## src/design/assert_macros.svh

```systemverilog
// ----------------------------------------------------------------------------
// assert_macros.svh
// concurrent assertion helpers, compiled out with NO_ASSERTIONS
// ----------------------------------------------------------------------------
`ifndef ASSERT_MACROS_SVH
`define ASSERT_MACROS_SVH

`ifndef NO_ASSERTIONS

// implication or plain property, sampled on the rising clock edge
`define ASSERT_PROP(lbl, clk, rst_n, prop) \
  lbl: assert property (@(posedge clk) disable iff (!rst_n) prop) \
    else $error("assertion failed");

// condition that must never hold
`define ASSERT_NEVER(lbl, clk, rst_n, cond) \
  lbl: assert property (@(posedge clk) disable iff (!rst_n) !(cond)) \
    else $error("forbidden condition seen");

`else

`define ASSERT_PROP(lbl, clk, rst_n, prop)
`define ASSERT_NEVER(lbl, clk, rst_n, cond)

`endif

`endif

```

## src/design/srs_pkg.sv

```systemverilog
// ----------------------------------------------------------------------------
// srs_pkg
// shared types, codes and ring helpers of the suspend/resume sequencer
// ----------------------------------------------------------------------------
`timescale 1ns / 1ps

package srs_pkg;

  localparam int QueueDepth = 8;
  localparam int PtrW       = (QueueDepth > 1) ? $clog2(QueueDepth) : 1;
  localparam int CntW       = $clog2(QueueDepth + 1);

  localparam logic [15:0] DeadlineReset = 16'd5000;

  typedef enum logic [2:0] {
    OP_SUSPEND_REQ = 3'd0,
    OP_RESUME_REQ  = 3'd1,
    OP_PUMP        = 3'd2,
    OP_SUSPEND_DONE = 3'd3,
    OP_RESUME_DONE = 3'd4,
    OP_SAFETY_FIRED = 3'd5,
    OP_ARM_FAILED  = 3'd6,
    OP_RESERVED    = 3'd7
  } opcode_e;

  typedef enum logic [1:0] {
    CFG_LOCK_SOURCE = 2'd0,
    CFG_DEADLINE    = 2'd1
  } cfg_index_e;

  typedef enum logic [1:0] {
    WORK_NONE    = 2'd0,
    WORK_SUSPEND = 2'd1,
    WORK_RESUME  = 2'd2
  } work_e;

  typedef enum logic [1:0] {
    TIMER_NONE   = 2'd0,
    TIMER_ARM    = 2'd1,
    TIMER_DISARM = 2'd2
  } timer_e;

  typedef enum logic [1:0] {
    NOTIFY_NONE    = 2'd0,
    NOTIFY_SUSPEND = 2'd1,
    NOTIFY_RESUME  = 2'd2
  } notify_e;

  typedef enum logic [1:0] {
    LOCK_NONE    = 2'd0,
    LOCK_TAKE    = 2'd1,
    LOCK_RELEASE = 2'd2
  } lock_e;

  typedef enum logic [1:0] {
    SAFETY_NONE    = 2'd0,
    SAFETY_FIRED   = 2'd1,
    SAFETY_OVERRUN = 2'd2
  } safety_e;

  // ring entry: kind bit (1 = resume) and source id
  typedef struct packed {
    logic       kind;
    logic [1:0] src;
  } ring_ent_t;

  // wrap a head + offset sum back into the ring
  function automatic logic [PtrW-1:0] ring_wrap(logic [PtrW:0] idx);
    logic [PtrW:0] depth;
    depth = (PtrW+1)'(QueueDepth);
    if (idx >= depth) begin
      return PtrW'(idx - depth);
    end
    return PtrW'(idx);
  endfunction

endpackage

```

## src/design/suspend_resume_sequencer.sv

```systemverilog
// ----------------------------------------------------------------------------
// suspend_resume_sequencer
// queues suspend/resume requests and sequences work, timer, lock and notify
// ----------------------------------------------------------------------------
// usage
//   events enter on start_i with opcode_i and requester_i; a transaction is
//   taken at every rising edge where start_i is high and busy_o is low.
//   busy_o stays low, so one event can be taken in every cycle.
//   every event gives exactly one result: result_valid_o is high for one
//   cycle with work_o, timer_action_o, timer_delay_ms_o, reconnect_notify_o,
//   lock_action_o, safety_outcome_o and dropped_o. the receiver cannot stall.
//   the event is captured in the input register when it is accepted and the
//   result register is loaded in the following cycle; the result register
//   also holds the updated phase, ring pointers and head read.
//   throughput is one event per cycle, set by the single pass between those
//   two registers and the one-read, one-write pending ring.
//   configuration: cfg_valid_i / cfg_ready_o with cfg_index_i and cfg_data_i;
//   index 0 is the lock source, index 1 the safety deadline, others ignored.
//   reset (rst_ni low) empties the ring, returns to idle, sets lock source 0
//   and a deadline of 5000 ms; no clearing pass is needed.
// ----------------------------------------------------------------------------
`timescale 1ns / 1ps

module suspend_resume_sequencer
  import srs_pkg::*;
(
  input  logic        clk_i,
  input  logic        rst_ni,
  input  logic        start_i,
  output logic        busy_o,
  input  logic [2:0]  opcode_i,
  input  logic [1:0]  requester_i,
  input  logic        cfg_valid_i,
  output logic        cfg_ready_o,
  input  logic [1:0]  cfg_index_i,
  input  logic [15:0] cfg_data_i,
  output logic        result_valid_o,
  output logic [1:0]  work_o,
  output logic [1:0]  timer_action_o,
  output logic [15:0] timer_delay_ms_o,
  output logic [1:0]  reconnect_notify_o,
  output logic [1:0]  lock_action_o,
  output logic [1:0]  safety_outcome_o,
  output logic        dropped_o
);

`include "assert_macros.svh"

  typedef enum logic [1:0] {
    PH_IDLE       = 2'd0,
    PH_SUSPENDING = 2'd1,
    PH_RESUMING   = 2'd2
  } phase_e;

  // configuration
  logic [1:0]  lock_source_q;
  logic [15:0] deadline_q;

  // input register
  logic        s1_valid_q;
  opcode_e     s1_op_q;
  logic [1:0]  s1_src_q;

  // sequencer state
  phase_e          phase_q, phase_d;
  logic [1:0]      active_q, active_d;
  logic            fired_q, fired_d;
  logic [PtrW-1:0] head_q, head_d;
  logic [CntW-1:0] count_q, count_d;
  ring_ent_t       tail_q, tail_d;

  // pending ring
  ring_ent_t       ring_q [QueueDepth];
  ring_ent_t       head_rd_q;
  logic            wr_en;
  logic [PtrW-1:0] wr_addr;
  ring_ent_t       req_ent;
  logic            coalesce;

  // result
  work_e   work_d;
  timer_e  tact_d;
  logic [15:0] tdel_d;
  notify_e notify_d;
  lock_e   lock_d;
  safety_e safe_d;
  logic    drop_d;

  assign busy_o      = 1'b0;
  assign cfg_ready_o = 1'b1;

  always_ff @(posedge clk_i or negedge rst_ni) begin
    if (!rst_ni) begin
      lock_source_q <= 2'd0;
      deadline_q    <= DeadlineReset;
    end else if (cfg_valid_i && cfg_ready_o) begin
      unique case (cfg_index_i)
        CFG_LOCK_SOURCE: lock_source_q <= cfg_data_i[1:0];
        CFG_DEADLINE:    deadline_q    <= cfg_data_i;
        default: ;
      endcase
    end
  end

  always_ff @(posedge clk_i or negedge rst_ni) begin
    if (!rst_ni) begin
      s1_valid_q <= 1'b0;
      s1_op_q    <= OP_ARM_FAILED;
      s1_src_q   <= 2'd0;
    end else begin
      s1_valid_q <= start_i && !busy_o;
      s1_op_q    <= opcode_e'(opcode_i);
      s1_src_q   <= requester_i;
    end
  end

  assign req_ent = '{kind: s1_op_q[0], src: s1_src_q};

  always_comb begin
    if (count_q != '0) begin
      coalesce = (tail_q == req_ent);
    end else begin
      coalesce = ((phase_q == PH_SUSPENDING) && !req_ent.kind && (active_q == s1_src_q))
              || ((phase_q == PH_RESUMING) && req_ent.kind && (active_q == s1_src_q));
    end
  end

  assign wr_addr = ring_wrap({1'b0, head_q} + (PtrW+1)'(count_q));

  always_comb begin
    phase_d  = phase_q;
    active_d = active_q;
    fired_d  = fired_q;
    head_d   = head_q;
    count_d  = count_q;
    tail_d   = tail_q;
    wr_en    = 1'b0;
    work_d   = WORK_NONE;
    tact_d   = TIMER_NONE;
    tdel_d   = 16'd0;
    notify_d = NOTIFY_NONE;
    lock_d   = LOCK_NONE;
    safe_d   = SAFETY_NONE;
    drop_d   = 1'b0;
    if (s1_valid_q) begin
      case (s1_op_q)
        OP_SUSPEND_REQ, OP_RESUME_REQ: begin
          if (!coalesce) begin
            if (count_q == CntW'(QueueDepth)) begin
              drop_d = 1'b1;
            end else begin
              wr_en   = 1'b1;
              tail_d  = req_ent;
              count_d = count_q + CntW'(1);
            end
          end
        end
        OP_PUMP: begin
          if ((phase_q == PH_IDLE) && (count_q != '0)) begin
            head_d   = ring_wrap({1'b0, head_q} + (PtrW+1)'(1));
            count_d  = count_q - CntW'(1);
            active_d = head_rd_q.src;
            if (!head_rd_q.kind) begin
              phase_d  = PH_SUSPENDING;
              fired_d  = 1'b0;
              work_d   = WORK_SUSPEND;
              tact_d   = TIMER_ARM;
              tdel_d   = deadline_q;
              notify_d = NOTIFY_SUSPEND;
            end else begin
              phase_d  = PH_RESUMING;
              work_d   = WORK_RESUME;
              notify_d = NOTIFY_RESUME;
            end
          end
        end
        OP_SUSPEND_DONE: begin
          if (phase_q == PH_SUSPENDING) begin
            phase_d = PH_IDLE;
            fired_d = 1'b0;
            tact_d  = TIMER_DISARM;
            if (fired_q) begin
              safe_d = SAFETY_OVERRUN;
            end else if (active_q == lock_source_q) begin
              lock_d = LOCK_RELEASE;
            end
          end
        end
        OP_RESUME_DONE: begin
          if (phase_q == PH_RESUMING) begin
            phase_d = PH_IDLE;
            if (active_q == lock_source_q) begin
              lock_d = LOCK_TAKE;
            end
          end
        end
        OP_SAFETY_FIRED: begin
          if ((phase_q == PH_SUSPENDING) && !fired_q) begin
            fired_d = 1'b1;
            safe_d  = SAFETY_FIRED;
            if (active_q == lock_source_q) begin
              lock_d = LOCK_RELEASE;
            end
          end
        end
        default: ;
      endcase
    end
  end

  // ring storage, head entry read ahead with write forwarding
  always_ff @(posedge clk_i) begin
    if (wr_en) begin
      ring_q[wr_addr] <= req_ent;
    end
    if (wr_en && (wr_addr == head_d)) begin
      head_rd_q <= req_ent;
    end else begin
      head_rd_q <= ring_q[head_d];
    end
  end

  always_ff @(posedge clk_i or negedge rst_ni) begin
    if (!rst_ni) begin
      phase_q            <= PH_IDLE;
      active_q           <= 2'd0;
      fired_q            <= 1'b0;
      head_q             <= '0;
      count_q            <= '0;
      tail_q             <= '0;
      result_valid_o     <= 1'b0;
      work_o             <= WORK_NONE;
      timer_action_o     <= TIMER_NONE;
      timer_delay_ms_o   <= 16'd0;
      reconnect_notify_o <= NOTIFY_NONE;
      lock_action_o      <= LOCK_NONE;
      safety_outcome_o   <= SAFETY_NONE;
      dropped_o          <= 1'b0;
    end else begin
      phase_q            <= phase_d;
      active_q           <= active_d;
      fired_q            <= fired_d;
      head_q             <= head_d;
      count_q            <= count_d;
      tail_q             <= tail_d;
      result_valid_o     <= s1_valid_q;
      work_o             <= work_d;
      timer_action_o     <= tact_d;
      timer_delay_ms_o   <= tdel_d;
      reconnect_notify_o <= notify_d;
      lock_action_o      <= lock_d;
      safety_outcome_o   <= safe_d;
      dropped_o          <= drop_d;
    end
  end

  `ASSERT_NEVER(a_count_bound, clk_i, rst_ni, count_q > CntW'(QueueDepth))
  `ASSERT_PROP(a_one_result, clk_i, rst_ni, s1_valid_q |=> result_valid_o)
  `ASSERT_PROP(a_drop_full, clk_i, rst_ni, dropped_o |-> (count_q == CntW'(QueueDepth)))
  `ASSERT_PROP(a_suspend_phase, clk_i, rst_ni,
               (work_o == WORK_SUSPEND) |-> (phase_q == PH_SUSPENDING))
  `ASSERT_PROP(a_arm_delay, clk_i, rst_ni,
               (timer_action_o == TIMER_ARM) |-> (timer_delay_ms_o == deadline_q))

endmodule

```

## config.mk

```make
export PLATFORM = sky130hd
export DESIGN_NAME = suspend_resume_sequencer
export DESIGN_NICKNAME = d
export VERILOG_FILES = /design/src/design/srs_pkg.sv /design/src/design/suspend_resume_sequencer.sv
export VERILOG_INCLUDE_DIRS = /design/src /design/src/design
export SDC_FILE = /design/constraint.sdc
export NUM_CORES = 1
export LEC_CHECK = 0
export ABC_AREA = 1
export ABC_CLOCK_PERIOD_IN_PS = 2430
export BUFFER_PORTS_ARGS = -buffer_cell sky130_fd_sc_hd__buf_2
export CORE_ASPECT_RATIO = 1.75
export CORE_UTILIZATION = 55
export CTS_CLUSTER_DIAMETER = 150
export CTS_CLUSTER_SIZE = 24
export DETAILED_ROUTE_END_ITERATION = 10
export PLACE_DENSITY = 0.86
export SLEW_MARGIN = 20
export SYNTH_ARGS = -nofsm -noshare
export SYNTH_HDL_FRONTEND = slang
export SYNTH_SLANG_ARGS = --single-unit
```

## constraint.sdc

```tcl
create_clock -name clk_i -period 2.43 [get_ports clk_i]
set_input_delay 0.1215 -clock clk_i [delete_from_list [all_inputs] [get_ports clk_i]]
set_output_delay 0.1215 -clock clk_i [all_outputs]
set_load 0.01 [all_outputs]
```

### Word level (Yosys, flattened, before mapping)

Memory sizes are Yosys's and may differ from the RTL's. A register that Yosys moved wholly into a read port is not among the register bits.
Index checks and enable logic that the tools add are counted.

* magnitude comparators: 2
* equality and inequality tests: 19
* shifts and indexed selects: 0
* muxes and demuxes: 62
* divide/modulo/power cells: 0
* multiply operators: 0
* reduce and logical (&&, ||, !) cells: 24
* add/sub/neg operators: 6
* bitwise gates (word level): 2

Operators with widths (count)
* 16-bit 2-to-1 mux: 4
* 2-bit 2-to-1 mux: 17
* 1-bit 2-to-1 mux: 25
* 3-bit 2-to-1 mux: 7
* 2-bit != test, second input constant: 7
* 4-bit 2-to-1 mux: 3
* 2-bit one-hot mux with 3 select lines: 2
* 5-bit AND reduction: 2
* 4-bit >= comparator, second input constant: 2
* 2-bit one-hot mux with 2 select lines: 2
* 4-bit one-hot mux with 2 select lines: 1
* 3-bit by 2-bit equality test with 1-bit output, second input constant: 2
* 3-bit equality test, second input constant: 2
* 1-bit logical AND: 6
* 6-bit AND reduction: 1
* 3-bit nonzero test: 2
* 3-bit by 1-bit subtractor with 3-bit output, second input constant: 2
* 3-bit by 1-bit adder with 4-bit output, second input constant: 1
* 3-bit by 4-bit adder with 4-bit output: 1
* 4-bit by 1-bit adder with 4-bit output, second input constant: 1
* 2-bit by 1-bit equality test with 1-bit output, second input constant: 2
* 2-bit equality test: 2
* 4-bit equality test, second input constant: 1
* 2-bit logical NOT: 2
* 15 further kinds: 18

* input port bits: 27
* bits in read-only memories: 0
* latch bits: 0
* register bits: 65
* output and inout port bits: 30
* bits in writable memories: 24
* memories kept: 1
* word-level logic and storage cells: 135

Memories
* ring_q: words 8, width 3, read ports 1, clocked after Yosys merged registers in 1, write ports 1, RTL line suspend_resume_sequencer.sv:73 `ring_ent_t ring_q [QueueDepth];`

### Depth between registers and ports, before layout

Gate-level depths: netlist of the first run.

* depth after elaboration: 10
* mapped depth: 11
* depth with buffers taken out: 11

### Worst setup path before layout of the first run

No wires, ideal clock.

* kind: register to register
* start: register count_q[0]
* end: memory ring_q[0][0] in the netlist's numbering (enable)
* period minus slack after synthesis: 2.166 ns
* required time: 2.111 ns
* arrival: 1.847 ns
* stages on the path, launching flop included: 10
* library setup time: 0.319 ns
* setup slack: 0.264 ns
* cells stage by stage: dfrtp_1 -> ha_1 -> fa_1 -> xnor2_1 -> or2_2 -> nand2_1 -> inv_1 -> nor2_1 -> nand2_1 -> nor2_1

* word-level cells in the longest chain between the ends: 7

RTL lines
* start, declared: RTL line suspend_resume_sequencer.sv:69 `logic [CntW-1:0] count_q, count_d;`
* start signal, assigned: RTL line suspend_resume_sequencer.sv:244 `count_q <= count_d;`
* branches (longest 7 deep; another with 3-bit by 4-bit adder with 4-bit output)
* end, declared: RTL line suspend_resume_sequencer.sv:73

Parallel ways; which one is timed is not known. The select of a mux whose other input is x is not followed.

### Worst setup path after layout of the first run

* start: register count_q[0]
* end: memory ring_q[1][2] in the netlist's numbering (enable)

The elaborated chain is that of the path after synthesis.

==> results of run 1 <==
## worst max path at each step
stage                from            to  slack, ps  depth (start not counted)
6_report       count_q[0]  ring_q[1][2]        170                          9
5_1_grt        count_q[0]  ring_q[1][2]         20                          9
4_1_cts        count_q[0]  ring_q[0][2]        100                          9
3_5_place_dp   count_q[0]  ring_q[0][2]        110                          9
3_3_place_gp   count_q[0]  ring_q[0][0]        170                          9
2_1_floorplan  count_q[0]  ring_q[0][0]        260                          9
## flip-flops by register name, indices dropped and copies added (netlist names), 3 cells and up, named ones only
register / count
deadline_q: 16
s1_op_q: 3
ring_q: 24
head_q: 3
timer_delay_ms_o: 16
tail_q: 3
count_q: 4
## synth_stat cells (all sizes together), types with 3 or more instances
cell,instances,share of area
nand2,87,0.087
dfrtp,58,0.38
nand3,19,0.026
o211ai,3,0.0058
o21ai,18,0.023
dfstp,7,0.048
dfxtp,3,0.016
clkbuf,4,0.0039
a21oi,17,0.022
xnor2,4,0.0091
nor3,5,0.0094
ha,4,0.013
inv,54,0.052
nor2,72,0.078
edfxtp,24,0.19
buf,8,0.015
## through the flow
| stage | hold slack (ps) | cell area, um^2 | cells | util | power, mW |
|---|---|---|---|---|---|
| CTS | 9.23 | 4600 | 556 | 0.671 | 4.65 |
| global route | 14.3 | 4610 | 556 | 0.673 | 4.95 |
| global placement | 229 | 4220 | 533 | 0.615 | 3.15 |
| detailed placement | 228 | 4220 | 533 | 0.615 | 3.22 |
| floorplan | -174 | 3870 | 401 | - | 2.88 |
| finish | 14.2 | 4610 | 556 | 0.673 | 4.67 |
## power by group
part / switching, mW / leakage (nW) / internal, mW
clock: 0.562 / 0.155 / 0.861
sequential: 0.193 / 1.06 / 1.83
combinational: 0.800 / 1.16 / 0.422
## layout make-up
cell class / instances / area [um^2] / area share
clock inverters: 5 / 58.8 / 0.0128
flip-flops and latches: 92 / 2420 / 0.524
inverters: 54 / 203 / 0.0440
repair buffers: 67 / 385 / 0.0836
well taps: 84 / 105 / 0.0228
clock buffers: 11 / 254 / 0.0551
multi-input cells: 243 / 1190 / 0.258
## critical path, delay by kind of cell, from the launching register on
| kind | cells | cell delay, ps |
|---|---|---|
| adders and majority gates | 2 | 600 |
| DFF | 1 | 430 |
| buffers and inverters | 1 | 60 |
| xor gates and xnor gates | 1 | 150 |
| and+or+nand+nor | 5 | 720 |
## kinds of logic after synthesis
kind of cell / share of synthesized area
buffers and inverters: 0.0708
xor gates and xnor gates: 0.0136
other: 0.00194
and+or+nand+nor: 0.210
DFF: 0.624
adders and majority gates: 0.0233
AOI/OAI and AO/OA: 0.0556
## per-layer routing
metal | track usage | vias up | share of wire
met5 | 0 | - | 0
met4 | 0.145 | 0 | 0.042
met3 | 0.0665 | 29 | 0.047
met2 | 0.441 | 100 | 0.57
met1 | 0.244 | 1386 | 0.34
li1 | - | 1388 | -
## repair_timing
action                                  4_1_cts  5_1_grt
hold buffers                                  7        0
endpoints found under the setup margin        0       12
resized for setup                             0        4
buffers inserted                              0        0
hold endpoints to repair                     64        0
==> impl.org, run 1 <==
** Global routing
- Number of antenna violations at the first check in global routing :: 0
- Summed over all layers, the global routing overflow is 0.
- Entering global routing, the biggest net connects 66 pins.
- Global-route wire length before repair :: 13300 um
- Global-route usage over all layers :: 0.246
- Via count of the first global-routing pass :: ~3000

** Drt
- The routed design has between 8000 and 9000 um of wire.
- Across all layers, the routed design uses 2903 vias.
- Vias per cell :: 5.22
- The pre-antenna-repair detailed-routing pass consisted of 5 iterations.
- Number of nets with antenna violations after detailed routing :: 0
- Number of design rule violations left after detail routing :: 0
- The detailed router finished its first iteration with 91 violations.
- Dividing the detail-routed wire length by the instance count gives 14.6 um.

** CTS
- CTS Root Cell :: sky130_fd_sc_hd__clkbuf_16
- At the later pin of the worst-skew pair, clock insertion delay measures 340 ps.
- TritonCTS built the clock tree.
- Worst-case clock buffer depth :: 2
- The clock net in this run drives a total of 92 sinks.
- TritonCTS created 9 clock buffers.
- After clock tree synthesis, the clock-pin slew on the worst setup and hold paths is 60 ps.
- Total number of H-tree levels :: 3

** Synthesis
- For this run, the leading register cell type out of synthesis is sky130_fd_sc_hd__dfrtp_1.
- During synthesis, Yosys emitted a total of 0 warnings.
- Number of nets produced by synthesis :: 434
- Cells after Synth :: 401
- For this run, asynchronously set or reset flops after synthesis account for 0.707.
- The number of different library cells used by synthesis comes to 35.
- Number of synthesized flops with an enable pin :: 24
- After synthesis the netlist holds a flip-flop and latch count of 92.
- Sequential-to-total area share from yosys stat :: 0.624
- A synthesized cell averages between 9 and 10 um^2.
- Summed instance area of the synthesized netlist :: between 0.003 and 0.004 mm^2

** Placement
- Final weighted congestion of routability-driven global placement :: 0.895
- Detailed placement finished with a half-perimeter wire length of roughly 5600 um.
- Port Buf Inserts :: 54
- Timing analysis after detailed placement gives a worst setup slack of roughly 110 ps.

** Floorplan
- Top-level port count :: 57
- Placeable Area :: 0.00686 mm^2
- Initial Utilization :: 0.564
- Rows :: 40
- Die Y-Extent :: between 100 and 150 um
- The die covers between 0.007 and 0.008 mm^2.
- The die is 65.4 um wide.

** Worst hold path
- In this run the worst hold path is classified as in2reg.
- Worst hold endpoint :: deadline_q[9]
- Counting instances, the worst hold path has a depth of 3.
- The worst hold path begins at cfg_data_i[9].

** Power and ir drop
- VDD sags by at most between 0.6 and 0.7 mV.
- For this design the static power due to leakage is 2.37 nW.
- Power spread over the standard cell area amounts to 1010 mW/mm^2.

** Run
- Max-cap violations in this run came to 0.

** Timing
- Final worst-path setup slack :: ~170 ps
- Highest achievable clock rate :: 442 MHz
- For the final routed database, the setup TNS stands at 0 ps.
- Hold Vio Cnt, Final :: 0
- Rel. slew slack :: 0.479
- Setup skew after layout :: 5.79 ps
- The number of pins with negative max-slew slack in the final report was 0.
- Setup repair after global routing left no endpoint under its margin.
- Time the worst path needs with I/O delays and setup :: 2260 ps
- Final setup violation count :: 0
- Transition at the pin with the smallest max-transition slack :: 782 ps
- Dividing the final minimum period by the clock period gives 0.931.

** Cells and area
- In the final layout, the share of cells above drive strength 1 is 0.216.
- Fill cell instance count of the final layout :: between 400 and 500
- Number of nets in the layout :: 500
- Most common library cell in the layout ignoring fill and taps :: sky130_fd_sc_hd__nand2_1
- P&R area growth vs syn :: 19.2%
- Count of antenna diodes in the layout :: 0
- Commonest non-fill, non-tap cells in the layout :: sky130_fd_sc_hd__nand2_1, sky130_fd_sc_hd__nor2_1, sky130_fd_sc_hd__dfrtp_1

** Worst setup path
- The slowest stage of the critical path belongs to the cell sky130_fd_sc_hd__dfrtp_1.
- R2R depth :: 9
- Largest stage delay on the critical path :: 430 ps
- Crit-path most repeated cell :: sky130_fd_sc_hd__nand2_1
- Maximum fanout count along the critical path :: 5
- The worst setup path is launched from a flop.
- STA classifies the critical path endpoint as a flop.
- Walking the worst path, the cells encountered are ha_1 -> fa_1 -> xnor2_1 -> or2_2 -> nand2_1 -> inv_1 -> nor2_1 -> nand2_1 -> nor2_2.
- For the worst setup path, the data arrival time is 2300 ps.
- Worst Setup Path Type :: reg2reg
- R2R Setup Slk :: 170 ps
- Critical register-to-register path startpoint :: count_q[0]
- Data required time of the worst path :: 2470 ps
- The worst register-to-register path ends at ring_q[1][2].

** Status
- Outcome :: completed
Power figures use the tool's default switching activity.
==> run 2, diff against run 1 <==
--- a/config.mk
+++ b/config.mk
@@ -6,7 +6,6 @@
 export SDC_FILE = /design/constraint.sdc
 export NUM_CORES = 1
 export LEC_CHECK = 0
-export ABC_AREA = 1
 export ABC_CLOCK_PERIOD_IN_PS = 2430
 export BUFFER_PORTS_ARGS = -buffer_cell sky130_fd_sc_hd__buf_2
 export CORE_ASPECT_RATIO = 1.75
@@ -14,7 +13,7 @@
 export CTS_CLUSTER_DIAMETER = 150
 export CTS_CLUSTER_SIZE = 24
 export DETAILED_ROUTE_END_ITERATION = 10
-export PLACE_DENSITY = 0.86
+export PLACE_DENSITY = 0.87
 export SLEW_MARGIN = 20
 export SYNTH_ARGS = -nofsm -noshare
 export SYNTH_HDL_FRONTEND = slang
==> impl.org, run 2 <==
** Synthesis
- The top-area cell type share of the netlist area is 0.392 (+0.0170).
- Sequential-to-total area share from yosys stat :: 0.653 (+0.0283)
- Average footprint of a synthesized cell :: 15.1 um^2 (+56%)
- Synth unique cells :: 52 (+49%)
- Top FF cell, synth :: sky130_fd_sc_hd__dfrtp_1
- Share of flip-flops with an asynchronous set or reset after synthesis :: 0.707 (unchanged)
- Number of nets produced by synthesis :: 279 (-36%)
- Most area-hungry cell type in the Yosys netlist :: sky130_fd_sc_hd__dfrtp_1
- The number of synthesized flops with an enable pin is 24 (unchanged).
- The commonest cells after synthesis are sky130_fd_sc_hd__dfrtp_1, sky130_fd_sc_hd__edfxtp_1, sky130_fd_sc_hd__mux2_2.
- The total of flip-flops plus latches after synthesis is 92 (unchanged).
- The cell area after synthesis is 0.00370 mm^2 (-4.3%).
- Cells after Synth :: 246 (-39%)
- Cells taking the most area after synthesis :: sky130_fd_sc_hd__dfrtp_1, sky130_fd_sc_hd__edfxtp_1, sky130_fd_sc_hd__mux2_2, sky130_fd_sc_hd__dfstp_2, sky130_fd_sc_hd__mux4_2
- The Yosys warning count was 0 (unchanged).
- In the post-synthesis netlist, the cell with the most instances is sky130_fd_sc_hd__dfrtp_1.

** Global routing
- The maximum number of pins on one net before global-route repair is 66 (unchanged).
- Remaining Overflow, GRT :: 0 (unchanged)
- The combined global-route utilization of all metal layers came to 0.235 (-0.0103).
- Number of antenna violations at the first check in global routing :: 0 (unchanged)
- The wire length of the first global-routing pass came to 12200 um (-8.5%).
- Via count of the first global-routing pass :: 2513 (-17%)

** Power and ir drop
- The areal power density over the cells came to 1040 mW/mm^2 (+3.2%).
- The post-route total power is 4.73 mW (+1.5%).
- Maximum vdd ir drop :: 0.839 mV (+29%)
- The leakage power figure came to 2.06 nW (-13%).

** CTS
- The clock buffer count from CTS is 9 (unchanged).
- Clock tree from TritonCTS :: done
- CTS Sinks :: 92 (unchanged)
- Clock latency on the worst-skew pair :: 340 ps (about the same)
- Total number of H-tree levels :: 3 (unchanged)
- The maximum clock insertion buffer count came to 2 (unchanged).
- The number of buffers inserted by post-CTS setup repair was 0 (unchanged).
- CTS Root Cell :: sky130_fd_sc_hd__clkbuf_16
- Clock input transition at the sequential cells of the worst setup and hold paths :: 60 ps (about the same)

** Cells and area
- The area used by multi-input combinational logic came to 0.00122 mm^2 (+2.9%).
- ring_q holds more flip-flops than any other register.
- The post-route non-filler standard cell count was 409 (-26%).
- Fill cell instance count of the final layout :: 419 (-11%)
- Fin util :: 0.694 (+0.0210)
- The total non-filler cell area in the finished layout came to 0.00454 mm^2 (-1.7%).
- The final net count was 355 (-29%).
- Largest register FFs :: 24 (unchanged)
- Commonest non-fill, non-tap cells in the layout :: sky130_fd_sc_hd__dfrtp_1, sky130_fd_sc_hd__buf_2, sky130_fd_sc_hd__edfxtp_1
- Count of antenna diodes in the layout :: 0 (unchanged)
- The area taken by flip-flops and latches was 0.00242 mm^2 (+0.10%).
- Fraction of layout instances using a drive strength above 1 :: 0.391 (+0.175)
- The library cell used most frequently in the layout, excluding fill and tap cells, is sky130_fd_sc_hd__dfrtp_1.
- In the final layout, the registers with the most flip-flops are ring_q: 24 flops, deadline_q: 16 flops, timer_delay_ms_o: 16 flops.
- P&R area growth vs syn :: 22.5%

** Timing
- Rel. slew slack :: 0.475 (-0.00387)
- Final setup violation count :: 0 (unchanged)
- The final number of hold-violating endpoints is 0 (unchanged).
- The number of pins with negative max-slew slack in the final report came to 0 (unchanged).
- Highest achievable clock rate :: 428 MHz (-3.1%)
- Final worst-path setup slack :: 94.6 ps (-72.9 ps)
- The worst clock skew was 5.04 ps (-0.749 ps).
- Transition at the pin with the smallest max-transition slack :: 785 ps (+3.44 ps)
- Final period util :: 0.961 (+0.0300)
- Time the worst path needs with I/O delays and setup :: 2340 ps (+72.9 ps)

** Floorplan
- Die Y-Extent :: 111 um (-2.2%)
- Rows :: 39 (-2.5%)
- Initial Utilization :: 0.566 (+0.00179)
- The core area was 0.00654 mm^2 (-4.6%).
- The top-level I/O count came to 57 (unchanged).
- The full die area was 0.00708 mm^2 (-4.2%).
- The die outline width is 64.0 um (-2.1%).

** Drt
- Number of nets with antenna violations after detailed routing :: 0 (unchanged)
- Wire per inst :: 18.6 um (+28%)
- Number of vias in the routed layout :: 2343 (-19%)
- The initial DRC count is 93 (+2.2%).
- Vias per cell :: 5.73 (+9.7%)
- The number of optimization iterations in the first detailed-route pass is 4 (-1).
- The routed wire length came to 7620 um (-6.1%).
- Number of design rule violations left after detail routing :: 0 (unchanged)

** Placement
- Detailed Place HPWL :: 4990 um (-11%)
- The total instance count after detailed placement was 386 (-28%).
- The number of buffer cells added on primary ports came to 54 (unchanged).
- Post-DP Area :: 0.00412 mm^2 (-2.5%)
- Final weighted congestion of routability-driven global placement :: 0.835 (-6.6%)
- The worst slack after detailed placement was 59.8 ps (-47.7 ps).

** Worst setup path
- Maximum fanout count along the critical path :: 6 (+1)
- WP depth :: 6 (-3)
- Largest delay share family, worst path :: simple AND/OR/NAND/NOR gates
- Walking the worst path, the cells encountered are buf_4 -> or4_1 -> a41oi_1 -> a32oi_1 -> nor3b_2 -> mux2_1.
- The sum of buffers and inverters on the critical path came to 1 (unchanged).
- By startpoint and endpoint, the worst setup path is classified as reg2reg.
- STA classifies the critical path endpoint as a flop.
- The largest individual stage delay along the critical path comes from the cell sky130_fd_sc_hd__or4_1.
- The number of cells traversed by the worst register-to-register path came to 6 (-3).
- The largest incremental delay on the critical path is 550 ps (+120 ps).
- The worst setup path is launched from a flop.
- Data required time of the worst path :: 2640 ps (+170 ps)
- CP Data Arrival Time :: 2550 ps (+250 ps)

** Status
- Outcome :: completed

** Worst hold path
- Worst Hold Path Cells :: 2 (-1)
- The path class of the tightest hold or removal check is in2reg.

** Run
- The number of max-capacitance violations reported came to 0 (unchanged).
-- run 2: cell count changes in the layout (fill, tap and decap cells not counted), moves of 13 or more --
| cell | delta |
|---|---|
| sky130_fd_sc_hd__a21oi_1 | -13 |
| sky130_fd_sc_hd__nor2_1 | -53 |
| sky130_fd_sc_hd__nand2_1 | -76 |
| sky130_fd_sc_hd__nand3_1 | -13 |
| sky130_fd_sc_hd__and3_1 | +16 |
| sky130_fd_sc_hd__o21ai_0 | -16 |
| sky130_fd_sc_hd__inv_1 | -53 |
| sky130_fd_sc_hd__mux2_2 | +21 |
-- run 2: through the flow --
stage               setup TNS [ps]  hold WS (ps)
global placement                 0           228
detailed placement               0           229
CTS                              0          4.87
floorplan                        0          -174
finish                           0          14.7
global route                 -15.1          11.1
-- run 2: kinds of logic after synthesis --
kind of cell    synth area share
simple gates               0.111
compound gates            0.0375
other cells              0.00203
buf+inv                   0.0196
fa+ha+maj                 0.0243
xor+xnor                  0.0331
flops                      0.653
mux                        0.120
-- run 2: cell type report --
type,instances,area share
timing repair buffer,76,0.0999
multi-input combinational,143,0.270
clock inverter,1,0.00110
sequential,92,0.533
clock buffer,15,0.0731
tap,82,0.0226
-- run 2: what timing repair did --
item                       4_1_cts  5_1_grt
hold endpoints to repair        64        0
hold buffers                     7        0
setup endpoints to repair        0       18
resized for setup                0        4
-- run 2: where the power goes --
part,switching [mW],internal [mW]
registers,0.260,1.84
clock network,0.541,0.934
logic,0.602,0.558
-- run 2: final timing paths --
check / startpoint / to / slack (ps)
setup reg to reg: count_q[0] / count_q[2] / 90
hold reg to reg: fired_q / safety_outcome_o[0] / 500
hold / removal: cfg_data_i[14] / deadline_q[14] / 10
max in group asynchronous: rst_ni / s1_src_q[0] / 1390
min in group asynchronous: rst_ni / count_q[1] / 480
setup / recovery: count_q[0] / count_q[2] / 90
-- run 2: worst reg2reg max path: cells and delay by family, from the launching register on --
kind / cells / cell delay [ps]
compound gates: 2 / 360
buf+inv: 1 / 170
flops: 1 / 400
mux: 1 / 360
simple gates: 2 / 930
-- run 2: layer usage --
metal,track usage,share of wire,vias up
met2,0.424,0.58,108
met4,0.120,0.024,0
met3,0.0517,0.057,20
met5,0,0,-
li1,-,-,1048
met1,0.249,0.34,1167
